### src/rtl/core/lsg_pkg.sv
// Shared constants and codes of the line span generator.
`default_nettype none

package lsg_pkg;

	localparam int COORD_W = 16;
	localparam int SPAN_W = 17;
	localparam int COLOR_W = 8;
	localparam int COORD_BITS_DEF = 16;

	localparam logic ACT_START = 1'b0;
	localparam logic ACT_NEXT = 1'b1;

endpackage

`default_nettype wire

### src/rtl/core/lsg_cmd_if.sv
// Command channel of the line span generator: start and next-span requests.
`default_nettype none

interface lsg_cmd_if;
	import lsg_pkg::*;

	logic valid;
	logic ready;
	logic action;
	logic signed [COORD_W-1:0] start_x;
	logic signed [COORD_W-1:0] start_y;
	logic signed [COORD_W-1:0] end_x;
	logic signed [COORD_W-1:0] end_y;
	logic [COLOR_W-1:0] red_in;
	logic [COLOR_W-1:0] green_in;
	logic [COLOR_W-1:0] blue_in;

	modport source (
		output valid, action, start_x, start_y, end_x, end_y, red_in, green_in, blue_in,
		input ready
	);

	modport sink (
		input valid, action, start_x, start_y, end_x, end_y, red_in, green_in, blue_in,
		output ready
	);

endinterface

`default_nettype wire

### src/rtl/core/lsg_span_if.sv
// Span channel of the line span generator: at most one rectangle per transaction.
`default_nettype none

interface lsg_span_if;
	import lsg_pkg::*;

	logic valid;
	logic ready;
	logic span_valid;
	logic signed [COORD_W-1:0] span_x;
	logic signed [COORD_W-1:0] span_y;
	logic [SPAN_W-1:0] span_width;
	logic [SPAN_W-1:0] span_height;
	logic [COLOR_W-1:0] red_out;
	logic [COLOR_W-1:0] green_out;
	logic [COLOR_W-1:0] blue_out;
	logic last_span;

	modport source (
		output valid, span_valid, span_x, span_y, span_width, span_height,
		output red_out, green_out, blue_out, last_span,
		input ready
	);

	modport sink (
		input valid, span_valid, span_x, span_y, span_width, span_height,
		input red_out, green_out, blue_out, last_span,
		output ready
	);

endinterface

`default_nettype wire

### src/rtl/core/line_span_generator.sv
// A start transaction runs through PREP, SETUP, LOAD, DIV and EMIT before its first span.
// A next transaction runs through LOAD, DIV and EMIT, where DIV is the restoring divider
// that yields one quotient bit per cycle over COORD_BITS+2 bits; a next while idle goes to EMIT.
// One transaction is worked on at a time: commands are taken only in IDLE, so starts, nexts and
// idle nexts wait until the last one has left EMIT; a span waits in the output register.
// Reset is asynchronous: it clears the state machine, the active line and the output valid.
`default_nettype none

module line_span_generator #(
	parameter int COORD_BITS = lsg_pkg::COORD_BITS_DEF
) (
	input  logic           clk,
	input  logic           arst_n,
	lsg_cmd_if.sink        cmd,
	lsg_span_if.source     span
);
	import lsg_pkg::*;

	localparam int CW = COORD_BITS;
	localparam int LW = CW + 1;
	localparam int DW = CW + 2;
	localparam int CNT_W = $clog2(DW);

	typedef enum logic [5:0] {
		ST_IDLE  = 6'b000001,
		ST_PREP  = 6'b000010,
		ST_SETUP = 6'b000100,
		ST_LOAD  = 6'b001000,
		ST_DIV   = 6'b010000,
		ST_EMIT  = 6'b100000
	} state_t;

	state_t state_q;
	logic active_q;
	logic zero_q;

	logic signed [CW-1:0] x1_q, y1_q, x2_q, y2_q;
	logic [COLOR_W-1:0] red_q, green_q, blue_q;

	logic [LW-1:0] dx_q, dy_q;
	logic xlt_q, ylt_q;

	logic signed [CW-1:0] cur_x_q, cur_y_q;
	logic [LW-1:0] len_q, steps_q, left_q, r_q;
	logic x_major_q, minor_neg_q;

	logic [DW-1:0] dvd_q;
	logic [LW-1:0] rem_q;
	logic [CNT_W-1:0] cnt_q;

	logic out_valid_q;
	logic o_span_valid_q, o_last_q;
	logic signed [COORD_W-1:0] o_x_q, o_y_q;
	logic [SPAN_W-1:0] o_w_q, o_h_q;
	logic [COLOR_W-1:0] o_red_q, o_green_q, o_blue_q;

	logic cmd_fire;
	logic out_free;
	logic xlt, ylt, x_major;
	logic signed [LW-1:0] x1e, x2e, y1e, y2e;
	logic [LW-1:0] dx, dy;
	logic [DW-1:0] shifted;
	logic [DW:0] trial;
	logic borrow;
	logic [LW-1:0] run;
	logic last;

	assign cmd.ready = (state_q == ST_IDLE);
	assign cmd_fire = cmd.valid && cmd.ready;
	assign out_free = !out_valid_q || span.ready;

	assign x1e = LW'(x1_q);
	assign x2e = LW'(x2_q);
	assign y1e = LW'(y1_q);
	assign y2e = LW'(y2_q);
	assign xlt = x1_q < x2_q;
	assign ylt = y1_q < y2_q;
	assign dx = (xlt ? x2e - x1e : x1e - x2e) + LW'(1);
	assign dy = (ylt ? y2e - y1e : y1e - y2e) + LW'(1);
	assign x_major = dx_q > dy_q;

	assign shifted = {rem_q, dvd_q[DW-1]};
	assign trial = {1'b0, shifted} - (DW + 1)'(steps_q);
	assign borrow = trial[DW];
	assign run = dvd_q[LW-1:0];
	assign last = (left_q == LW'(1));

	always_ff @(posedge clk or negedge arst_n) begin
		if (!arst_n) begin
			state_q <= ST_IDLE;
			active_q <= 1'b0;
			zero_q <= 1'b0;
			out_valid_q <= 1'b0;
		end else begin
			if (span.ready && state_q != ST_EMIT) begin
				out_valid_q <= 1'b0;
			end
			unique case (state_q)
				ST_IDLE: begin
					if (cmd_fire) begin
						if (cmd.action == ACT_START) begin
							zero_q <= 1'b0;
							state_q <= ST_PREP;
						end else if (active_q) begin
							zero_q <= 1'b0;
							state_q <= ST_LOAD;
						end else begin
							zero_q <= 1'b1;
							state_q <= ST_EMIT;
						end
					end
				end
				ST_PREP: begin
					state_q <= ST_SETUP;
				end
				ST_SETUP: begin
					active_q <= 1'b1;
					state_q <= ST_LOAD;
				end
				ST_LOAD: begin
					state_q <= ST_DIV;
				end
				ST_DIV: begin
					if (cnt_q == CNT_W'(DW - 1)) begin
						state_q <= ST_EMIT;
					end
				end
				ST_EMIT: begin
					if (out_free) begin
						out_valid_q <= 1'b1;
						if (!zero_q && last) begin
							active_q <= 1'b0;
						end
						state_q <= ST_IDLE;
					end
				end
				default: begin
					state_q <= ST_IDLE;
				end
			endcase
		end
	end

	always_ff @(posedge clk) begin
		case (state_q)
			ST_IDLE: begin
				if (cmd_fire && cmd.action == ACT_START) begin
					x1_q <= cmd.start_x[CW-1:0];
					y1_q <= cmd.start_y[CW-1:0];
					x2_q <= cmd.end_x[CW-1:0];
					y2_q <= cmd.end_y[CW-1:0];
					red_q <= cmd.red_in;
					green_q <= cmd.green_in;
					blue_q <= cmd.blue_in;
				end
			end
			ST_PREP: begin
				dx_q <= dx;
				dy_q <= dy;
				xlt_q <= xlt;
				ylt_q <= ylt;
			end
			ST_SETUP: begin
				x_major_q <= x_major;
				len_q <= x_major ? dx_q : dy_q;
				steps_q <= x_major ? dy_q : dx_q;
				left_q <= x_major ? dy_q : dx_q;
				r_q <= '0;
				if (x_major) begin
					cur_x_q <= xlt_q ? x1_q : x2_q;
					cur_y_q <= xlt_q ? y1_q : y2_q;
					minor_neg_q <= xlt_q ? !ylt_q : ylt_q;
				end else begin
					cur_x_q <= ylt_q ? x1_q : x2_q;
					cur_y_q <= ylt_q ? y1_q : y2_q;
					minor_neg_q <= ylt_q ? !xlt_q : xlt_q;
				end
			end
			ST_LOAD: begin
				dvd_q <= DW'(r_q) + DW'(len_q);
				rem_q <= '0;
				cnt_q <= '0;
			end
			ST_DIV: begin
				rem_q <= borrow ? shifted[LW-1:0] : trial[LW-1:0];
				dvd_q <= {dvd_q[DW-2:0], !borrow};
				cnt_q <= cnt_q + CNT_W'(1);
			end
			ST_EMIT: begin
				if (out_free) begin
					if (zero_q) begin
						o_span_valid_q <= 1'b0;
						o_x_q <= '0;
						o_y_q <= '0;
						o_w_q <= '0;
						o_h_q <= '0;
						o_red_q <= '0;
						o_green_q <= '0;
						o_blue_q <= '0;
						o_last_q <= 1'b0;
					end else begin
						o_span_valid_q <= 1'b1;
						o_x_q <= COORD_W'(cur_x_q);
						o_y_q <= COORD_W'(cur_y_q);
						o_w_q <= x_major_q ? SPAN_W'(run) : SPAN_W'(1);
						o_h_q <= x_major_q ? SPAN_W'(1) : SPAN_W'(run);
						o_red_q <= red_q;
						o_green_q <= green_q;
						o_blue_q <= blue_q;
						o_last_q <= last;
						r_q <= rem_q;
						left_q <= left_q - LW'(1);
						if (x_major_q) begin
							cur_x_q <= cur_x_q + CW'(run);
							cur_y_q <= minor_neg_q ? cur_y_q - CW'(1) : cur_y_q + CW'(1);
						end else begin
							cur_y_q <= cur_y_q + CW'(run);
							cur_x_q <= minor_neg_q ? cur_x_q - CW'(1) : cur_x_q + CW'(1);
						end
					end
				end
			end
			default: begin
			end
		endcase
	end

	assign span.valid = out_valid_q;
	assign span.span_valid = o_span_valid_q;
	assign span.span_x = o_x_q;
	assign span.span_y = o_y_q;
	assign span.span_width = o_w_q;
	assign span.span_height = o_h_q;
	assign span.red_out = o_red_q;
	assign span.green_out = o_green_q;
	assign span.blue_out = o_blue_q;
	assign span.last_span = o_last_q;

endmodule

`default_nettype wire

### src/flat_wrapper.sv
// flat-port wrapper written by rule: the top's interface ports become plain ports
module line_span_generator_flat import lsg_pkg::*;
#(
	parameter int COORD_BITS = lsg_pkg::COORD_BITS_DEF
)
  (clk, arst_n, cmd_valid, cmd_action, cmd_start_x, cmd_start_y, cmd_end_x, cmd_end_y, cmd_red_in, cmd_green_in, cmd_blue_in, cmd_ready, span_valid, span_span_valid, span_span_x, span_span_y, span_span_width, span_span_height, span_red_out, span_green_out, span_blue_out, span_last_span, span_ready);
  lsg_cmd_if cmd_i ();
  lsg_span_if span_i ();
  input  logic clk;
  input  logic arst_n;
  input wire logic [$bits(cmd_i.valid)-1:0] cmd_valid;
  input wire logic [$bits(cmd_i.action)-1:0] cmd_action;
  input wire logic [$bits(cmd_i.start_x)-1:0] cmd_start_x;
  input wire logic [$bits(cmd_i.start_y)-1:0] cmd_start_y;
  input wire logic [$bits(cmd_i.end_x)-1:0] cmd_end_x;
  input wire logic [$bits(cmd_i.end_y)-1:0] cmd_end_y;
  input wire logic [$bits(cmd_i.red_in)-1:0] cmd_red_in;
  input wire logic [$bits(cmd_i.green_in)-1:0] cmd_green_in;
  input wire logic [$bits(cmd_i.blue_in)-1:0] cmd_blue_in;
  output wire logic [$bits(cmd_i.ready)-1:0] cmd_ready;
  output wire logic [$bits(span_i.valid)-1:0] span_valid;
  output wire logic [$bits(span_i.span_valid)-1:0] span_span_valid;
  output wire logic [$bits(span_i.span_x)-1:0] span_span_x;
  output wire logic [$bits(span_i.span_y)-1:0] span_span_y;
  output wire logic [$bits(span_i.span_width)-1:0] span_span_width;
  output wire logic [$bits(span_i.span_height)-1:0] span_span_height;
  output wire logic [$bits(span_i.red_out)-1:0] span_red_out;
  output wire logic [$bits(span_i.green_out)-1:0] span_green_out;
  output wire logic [$bits(span_i.blue_out)-1:0] span_blue_out;
  output wire logic [$bits(span_i.last_span)-1:0] span_last_span;
  input wire logic [$bits(span_i.ready)-1:0] span_ready;
  assign cmd_i.valid = cmd_valid;
  assign cmd_i.action = cmd_action;
  assign cmd_i.start_x = cmd_start_x;
  assign cmd_i.start_y = cmd_start_y;
  assign cmd_i.end_x = cmd_end_x;
  assign cmd_i.end_y = cmd_end_y;
  assign cmd_i.red_in = cmd_red_in;
  assign cmd_i.green_in = cmd_green_in;
  assign cmd_i.blue_in = cmd_blue_in;
  assign cmd_ready = cmd_i.ready;
  assign span_valid = span_i.valid;
  assign span_span_valid = span_i.span_valid;
  assign span_span_x = span_i.span_x;
  assign span_span_y = span_i.span_y;
  assign span_span_width = span_i.span_width;
  assign span_span_height = span_i.span_height;
  assign span_red_out = span_i.red_out;
  assign span_green_out = span_i.green_out;
  assign span_blue_out = span_i.blue_out;
  assign span_last_span = span_i.last_span;
  assign span_i.ready = span_ready;
  line_span_generator #(.COORD_BITS(COORD_BITS)) u_core (.clk(clk), .arst_n(arst_n), .cmd(cmd_i), .span(span_i));
endmodule
### config.mk
export PLATFORM = sky130hd
export DESIGN_NAME = line_span_generator_flat
export DESIGN_NICKNAME = d
export VERILOG_FILES = /design/src/rtl/core/lsg_pkg.sv /design/src/rtl/core/lsg_cmd_if.sv /design/src/rtl/core/lsg_span_if.sv /design/src/rtl/core/line_span_generator.sv /design/src/flat_wrapper.sv
export SDC_FILE = /design/constraint.sdc
export NUM_CORES = 1
export LEC_CHECK = 0
export BUFFER_PORTS_ARGS = -buffer_cell sky130_fd_sc_hd__buf_2
export CAP_MARGIN = 30
export CORE_ASPECT_RATIO = 2
export CORE_MARGIN = 4
export CORE_UTILIZATION = 63
export CTS_BUF_LIST = sky130_fd_sc_hd__clkbuf_4
export DETAILED_ROUTE_END_ITERATION = 10
export HOLD_SLACK_MARGIN = 0.06
export PLACE_DENSITY_LB_ADDON = 0.3
export SLEW_MARGIN = 40
export SYNTH_ARGS = -nofsm -noshare
export SYNTH_HDL_FRONTEND = slang
export SYNTH_SLANG_ARGS = --single-unit
### constraint.sdc
create_clock -name clk -period 7.9 [get_ports clk]
set_clock_uncertainty 0.2 [all_clocks]
set_input_delay 1.185 -clock clk [delete_from_list [all_inputs] [get_ports clk]]
set_output_delay 1.185 -clock clk [all_outputs]
set_load 0.01 [all_outputs]
Yosys cells after proc, flatten, opt, wreduce, memory -nomap -nowiden

Cells that the tools add are included.

Add/sub/neg operators: 16
Multipliers: 0
Divide/modulo/power cells: 0
Order comparisons: 3
Eq/ne operators: 14
Shift operators: 0
Mux-type cells: 50
Bitwise logic cells: 2
Reduce and logical (&&, ||, !) cells: 20

Operator list:

| cell                  | count |
|---|---|
| $mux 16               | 14 |
| $mux 17               | 9 |
| $pmux 17 s2           | 3 |
| $sub 16x16->17        | 4 |
| $pmux 16 s2           | 2 |
| $pmux 18 s2           | 1 |
| $pmux 6 s6            | 1 |
| $add 17x2->17 const B | 2 |
| $add 16x16->16        | 2 |
| $add 16x2->16 const B | 2 |
| $lt 16x16->1          | 2 |
| $sub 16x2->16 const B | 2 |
| $mux 6                | 5 |
| $sub 18x17->19        | 1 |
| $add 17x17->18        | 1 |
| $eq 17x1->1 const B   | 1 |
| $gt 17x17->1          | 1 |
| $sub 17x1->17 const B | 1 |
| $mux 1                | 13 |
| $pmux 5 s2            | 1 |
| $reduce_and 3->1      | 3 |
| $eq 6x1->1 const B    | 1 |
| $eq 6x2->1 const B    | 1 |
| $eq 6x3->1 const B    | 1 |
| other kinds (16)      | 31 |

Flip-flop bits (word level): 367
Bits in latches: 0
RAM bits: 0
ROM bits: 0
Output and inout bits: 94
Memories: 0

Longest topological paths before layout

Depth after elaboration: 6
Gate-level depth with buffers: 17
Gate-level depth less buffers: 16

Least setup slack after synthesis

OpenSTA, ideal clock, no wires.

Path type: input to register
Start point: in span_ready
End point: reg u_core.cur_x_q[0] (enable)
Setup time: 0.581 ns
Data arrival time: 6.061 ns
Data required time: 7.119 ns
Path slack: 1.057 ns
Stages on the path: 3
Path buffers: 0
Cell sequence: nand2b_1 -> nand2_1 -> o21ai_0

Longest elaborated chain between the ends: 3

RTL lines:

| what                       | line                       | RTL |
|---|---|---|
| from (decl)                | flat_wrapper.sv:31         | `input wire logic [$bits(span_i.ready)-1:0] span_ready;` |
| $logic_or 1x1->1           | line_span_generator.sv:70  | `assign out_free = !out_valid_q \|\| span.ready;` |
| $ne 2x1->1 (no line)       | -                          |  |
| $reduce_and 3->1 (no line) | -                          |  |
| to (signal assigned)       | line_span_generator.sv:170 | `cur_x_q <= xlt_q ? x1_q : x2_q;` |
| to (signal assigned)       | line_span_generator.sv:174 | `cur_x_q <= ylt_q ? x1_q : x2_q;` |
| to (signal assigned)       | line_span_generator.sv:214 | `cur_x_q <= cur_x_q + CW'(run);` |
| to (decl)                  | line_span_generator.sv:43  | `logic signed [CW-1:0] cur_x_q, cur_y_q;` |

No other way between the ends.
A chain may end at the register's enable or synchronous reset.

Final worst setup path

Start point: reg u_core.x2_q[0]
End point: reg u_core.dx_q[16] (data pin)

Longest elaborated chain between the ends: 3
Elaborated cells between the ends (all ways): 5
Those cells by class: add/sub (3); order compare (1); mux (1)

RTL lines:

| what                                           | line                                                 | RTL |
|---|---|---|
| from (decl)                                    | line_span_generator.sv:37                            | `logic signed [CW-1:0] x1_q, y1_q, x2_q, y2_q;` |
| from (signal assigned)                         | line_span_generator.sv:150                           | `x2_q <= cmd.end_x[CW-1:0];` |
| $sub 16x16->17 or $lt 16x16->1 (tied branches) | line_span_generator.sv:78, line_span_generator.sv:76 |  |
| $mux 17 *                                      | line_span_generator.sv:78                            | `assign dx = (xlt ? x2e - x1e : x1e - x2e) + LW'(1);` |
| $add 17x2->17 *                                | line_span_generator.sv:78                            |  |
| via u_core.dx[16]                              | line_span_generator.sv:61                            | `logic [LW-1:0] dx, dy;` |
| to (signal assigned)                           | line_span_generator.sv:158                           | `dx_q <= dx;` |
| to (decl)                                      | line_span_generator.sv:40                            | `logic [LW-1:0] dx_q, dy_q;` |

The timed path passes the listed nets; every way through them passes the cells marked *.

==> summary.md <==
| Metric | Value |
|---|---|
| Status | `complete, no violations` |
| Final min period | `4.68 ns` |
| Syn. warnings | `0` |
| 1st-pass router iterations | `5` |
| Syn nets | `2,368` |
| Final core utilization | `71.3%` |
| Die Width | `142 um` |
| GRT Util Overall | `29.3%` |
| Power Total | `approximately 6.0 mW` |
| CORE AREA | `35,200 um^2` |
| Largest delay share family, worst path | `compound AO/OA/AOI/OAI gates` |
| Clock Sinks | `367` |
| PwrDens | `238 nW/um^2` |
| Routability cong. | `0.993` |
| Vias in the first global route | `around 17,000` |
| CTS H-tree depth | `3` |
| Crit-path cells | `inv_1 > ha_1 > inv_1 > fa_1 > a21o_1 > a221oi_1 > a211oi_1 > a221oi_1 > o21ai_0 > mux2i_1 > xnor2_1 > nor4b_2 > a31oi_1 > a31oi_1 > xnor2_1` |
| Async set-or-reset flop fraction in the synthesized netlist | `2.45%` |
| Layout Cells excl Fill | `2,826` |
| DR WL/cell | `between 20 and 25 um` |
| Antenna viol nets, final | `0` |
| TritonCTS clock tree | `built` |
| Worst r2r src | `u_core.x2_q[0]` |
| Clock power frac | `between 20% and 30%` |
| Final worst slack | `around 3.2 ns` |
| Critical Path Start | `u_core.x2_q[0]` |
| Port Buf Inserts | `approximately 190` |
| HP Class | `reg2reg` |
| First-pass GRT wire length | `88.7 mm` |
| Slowest cell on the critical path | `a221oi_1` |
| Crit-path max cell delay | `0.52 ns` |
| Final setup fails | `0` |
| FF-to-FF setup slack | `around 3.2 ns` |
| Placed wire-length estimate | `43.2 mm` |
| Clock-pin transition on the worst setup and hold timing paths | `approximately 0.070 ns` |
| Remaining DRCs | `0` |
| Largest net degree at the start of global routing | `83` |
| Die height | `275 um` |
| Worst reg2reg path depth | `15` |
| Syn-to-layout area delta | `11.5%` |
| Worst-margin pin slew | `0.841 ns` |
| Crit Path Class | `reg2reg` |
| Hold EP | `u_core.active_q` |
| Top_reg_cell synth | `edfxtp_1` |
| DR vias | `17,100` |
| DRT iter0 DRCs | `1,143` |
| Setup crit start kind | `flop` |
| Worst VDD drop | `243 uV` |
| Flop pwr share | `a little over two fifths` |
| Period utilization | `59.2%` |
| Dpl cells | `approximately 2,700` |
| Arr. time, crit path | `5.02 ns` |
| Combinational share of power | `30.3%` |
| Fmax | `214 MHz` |
| Placement Setup Slack | `3.32 ns` |
| Row cnt | `97` |
| Final wirelength | `about 57 mm` |
| Root Driver | `clkbuf_4` |
| Starting Density | `a little under two thirds` |
| CP bufs+invs | `2` |
| Hold Vio Cnt, Final | `0` |
| Internal cell power | `3.94 mW` |
| Netlist Area Pre-Place | `22,500 um^2` |
| Total grt overflow | `0` |
| Cts repair resizes | `0` |
| Synth Instances | `2,085` |
| Switching Fraction | `34.0%` |
| CP Data Required Time | `roughly 8.2 ns` |
| Hold path startpoint | `u_core.active_q` |
| Leak | `10.3 nW` |
| Sequential area share after synthesis | `a little under 50%` |
| Post-synth EDFFs | `around 360` |
| Post-CTS Setup Inserts | `0` |
| Unrepaired setup endpoints after global routing | `false` |
| Layout cells sized above 1 | `16.6%` |
| Syn Area/Cell | `~11 um^2` |
| Vias/cell | `6.06` |
| Max-slew violation count | `0` |
| Number of synthesized register bits | `367` |
| Final #Nets | `2,591` |
| Num CTS Buffers | `82` |
| Die ar. | `between 30,000 and 40,000 um^2` |
| Maximum fanout along the worst path | `4` |
| Max_cap viols | `0` |
| Reg-to-Reg End | `u_core.dx_q[16]` |
| Initial antenna violation count | `4` |
| Worst hold path depth | `1` |
| Clk_lat worst skew | `0.82 ns` |
| Synth cell types | `84` |
| I/O Pins | `approximately 190` |
| Psw | `2.03 mW` |
| Final TNS setup | `0 ns` |
| Slew headroom | `43.9%` |
| Crit. End Element | `flop` |
| Longest Clk Path Bufs | `3` |
## stage by stage
step                      hold slack [ns]  area (um^2)
after floorplan                     0.273        22500
after global placement              0.288        23900
after detailed placement            0.294        23900
after CTS                           0.276        25100
after global routing                0.269        25100
final                               0.322        25100
## worst max-delay path by stage
stage,to,slack (ns),depth (start not counted)
CTS,u_core.dx_q[16],3.32,15
global route,u_core.rem_q[12],2.84,14
detailed placement,u_core.dy_q[16],3.32,14
global placement,u_core.dy_q[16],3.36,15
floorplan,u_core.cur_x_q[0],1.06,3
finish,u_core.dx_q[16],3.22,15
## cell usage after synthesis, drive strengths merged, types with 12 or more instances
cell      n  area [um^2]
edfxtp  358        10800
ha      180         2250
inv     166          623
nor2    159          597
a21oi   137          689
nand2   116          443
o21ai    98          498
xnor2    93          815
nor2b    72          450
mux2i    61          611
and2     60          375
nor3     53          270
clkbuf   48          181
nand3    46          230
a21o     45          338
xor2     42          368
a211oi   31          250
o211ai   21          158
o21a     21          158
mux2     20          225
nand2b   17          106
a31oi    16          100
and3     15         93.8
buf      15         76.3
nor3b    13         97.6
a21boi   12         90.1
nor4     12         81.3
o21bai   12         93.8
## layout by cell type (no fill, tap or decap), types with 93 or more instances in the layout
cell / count
a21oi_1: 135
clkbuf_4: 109
o21ai_0: 94
nor2_1: 158
ha_1: 180
xnor2_1: 93
edfxtp_1: 358
buf_2: 186
nand2_1: 115
inv_1: 162
## flip-flops by register name, summed over array words and instances, names as in the netlist, 8 cells and up
register / flops
u_core.span.span_height: 17
u_core.x1_q: 16
u_core.len_q: 17
u_core.cur_x_q: 16
u_core.span.span_x: 16
u_core.rem_q: 17
u_core.span.span_width: 17
u_core.dx_q: 17
u_core.dy_q: 17
u_core.span.blue_out: 8
u_core.span.span_y: 16
u_core.span.red_out: 8
u_core.x2_q: 16
u_core.span.green_out: 8
u_core.r_q: 17
u_core.red_q: 8
u_core.y1_q: 16
u_core.blue_q: 8
u_core.dvd_q: 18
u_core.steps_q: 17
u_core.green_q: 8
u_core.cur_y_q: 16
u_core.left_q: 17
u_core.y2_q: 16
## routing by layer
metal,track usage [%],routed length [um],vias to the layer above
met4,17.2,3530,0
met5,0,0,-
met3,5.65,3590,204
li1,-,-,8084
met2,54.9,30800,717
met1,29.6,19500,8122
## repair_timing
action | CTS | global route
hold buffers | 1 | 0
hold endpoints to repair | 8 | 0
endpoints found under the setup margin | 0 | 0
## power groups by stage
stage	combinational (mW)	sequential [mW]	clock, mW
3_3_place_gp	1.72	2.58	0
3_5_place_dp	1.78	2.59	0
2_1_floorplan	1.31	2.56	0
4_1_cts	1.79	2.55	1.64
6_report	1.81	2.55	1.61
5_1_grt	1.98	2.56	1.75
## logic make-up (layout without fill, tap and decap cells)
kind of cell | Yosys count | in the layout | share of synthesized area [%]
compound gates | 464 | 464 | 13.4
xor+xnor | 135 | 135 | 5.25
fa+ha+maj | 190 | 190 | 10.9
buf+inv | 229 | 519 | 3.91
flops | 367 | 367 | 48.8
mux | 81 | 81 | 3.71
other cells | 0 | 6 | 0
simple gates | 619 | 619 | 14.1
## layout make-up
type	instances	area, um^2
inverters	166	624
clock inverters	42	320
clock buffers	109	818
diodes	6	15.0
fillers	2540	10100
well taps	445	557
multi-input cells	1489	10700
repair buffers	202	1070
flip-flops and latches	367	11000
(Power assumes the default switching activity.)
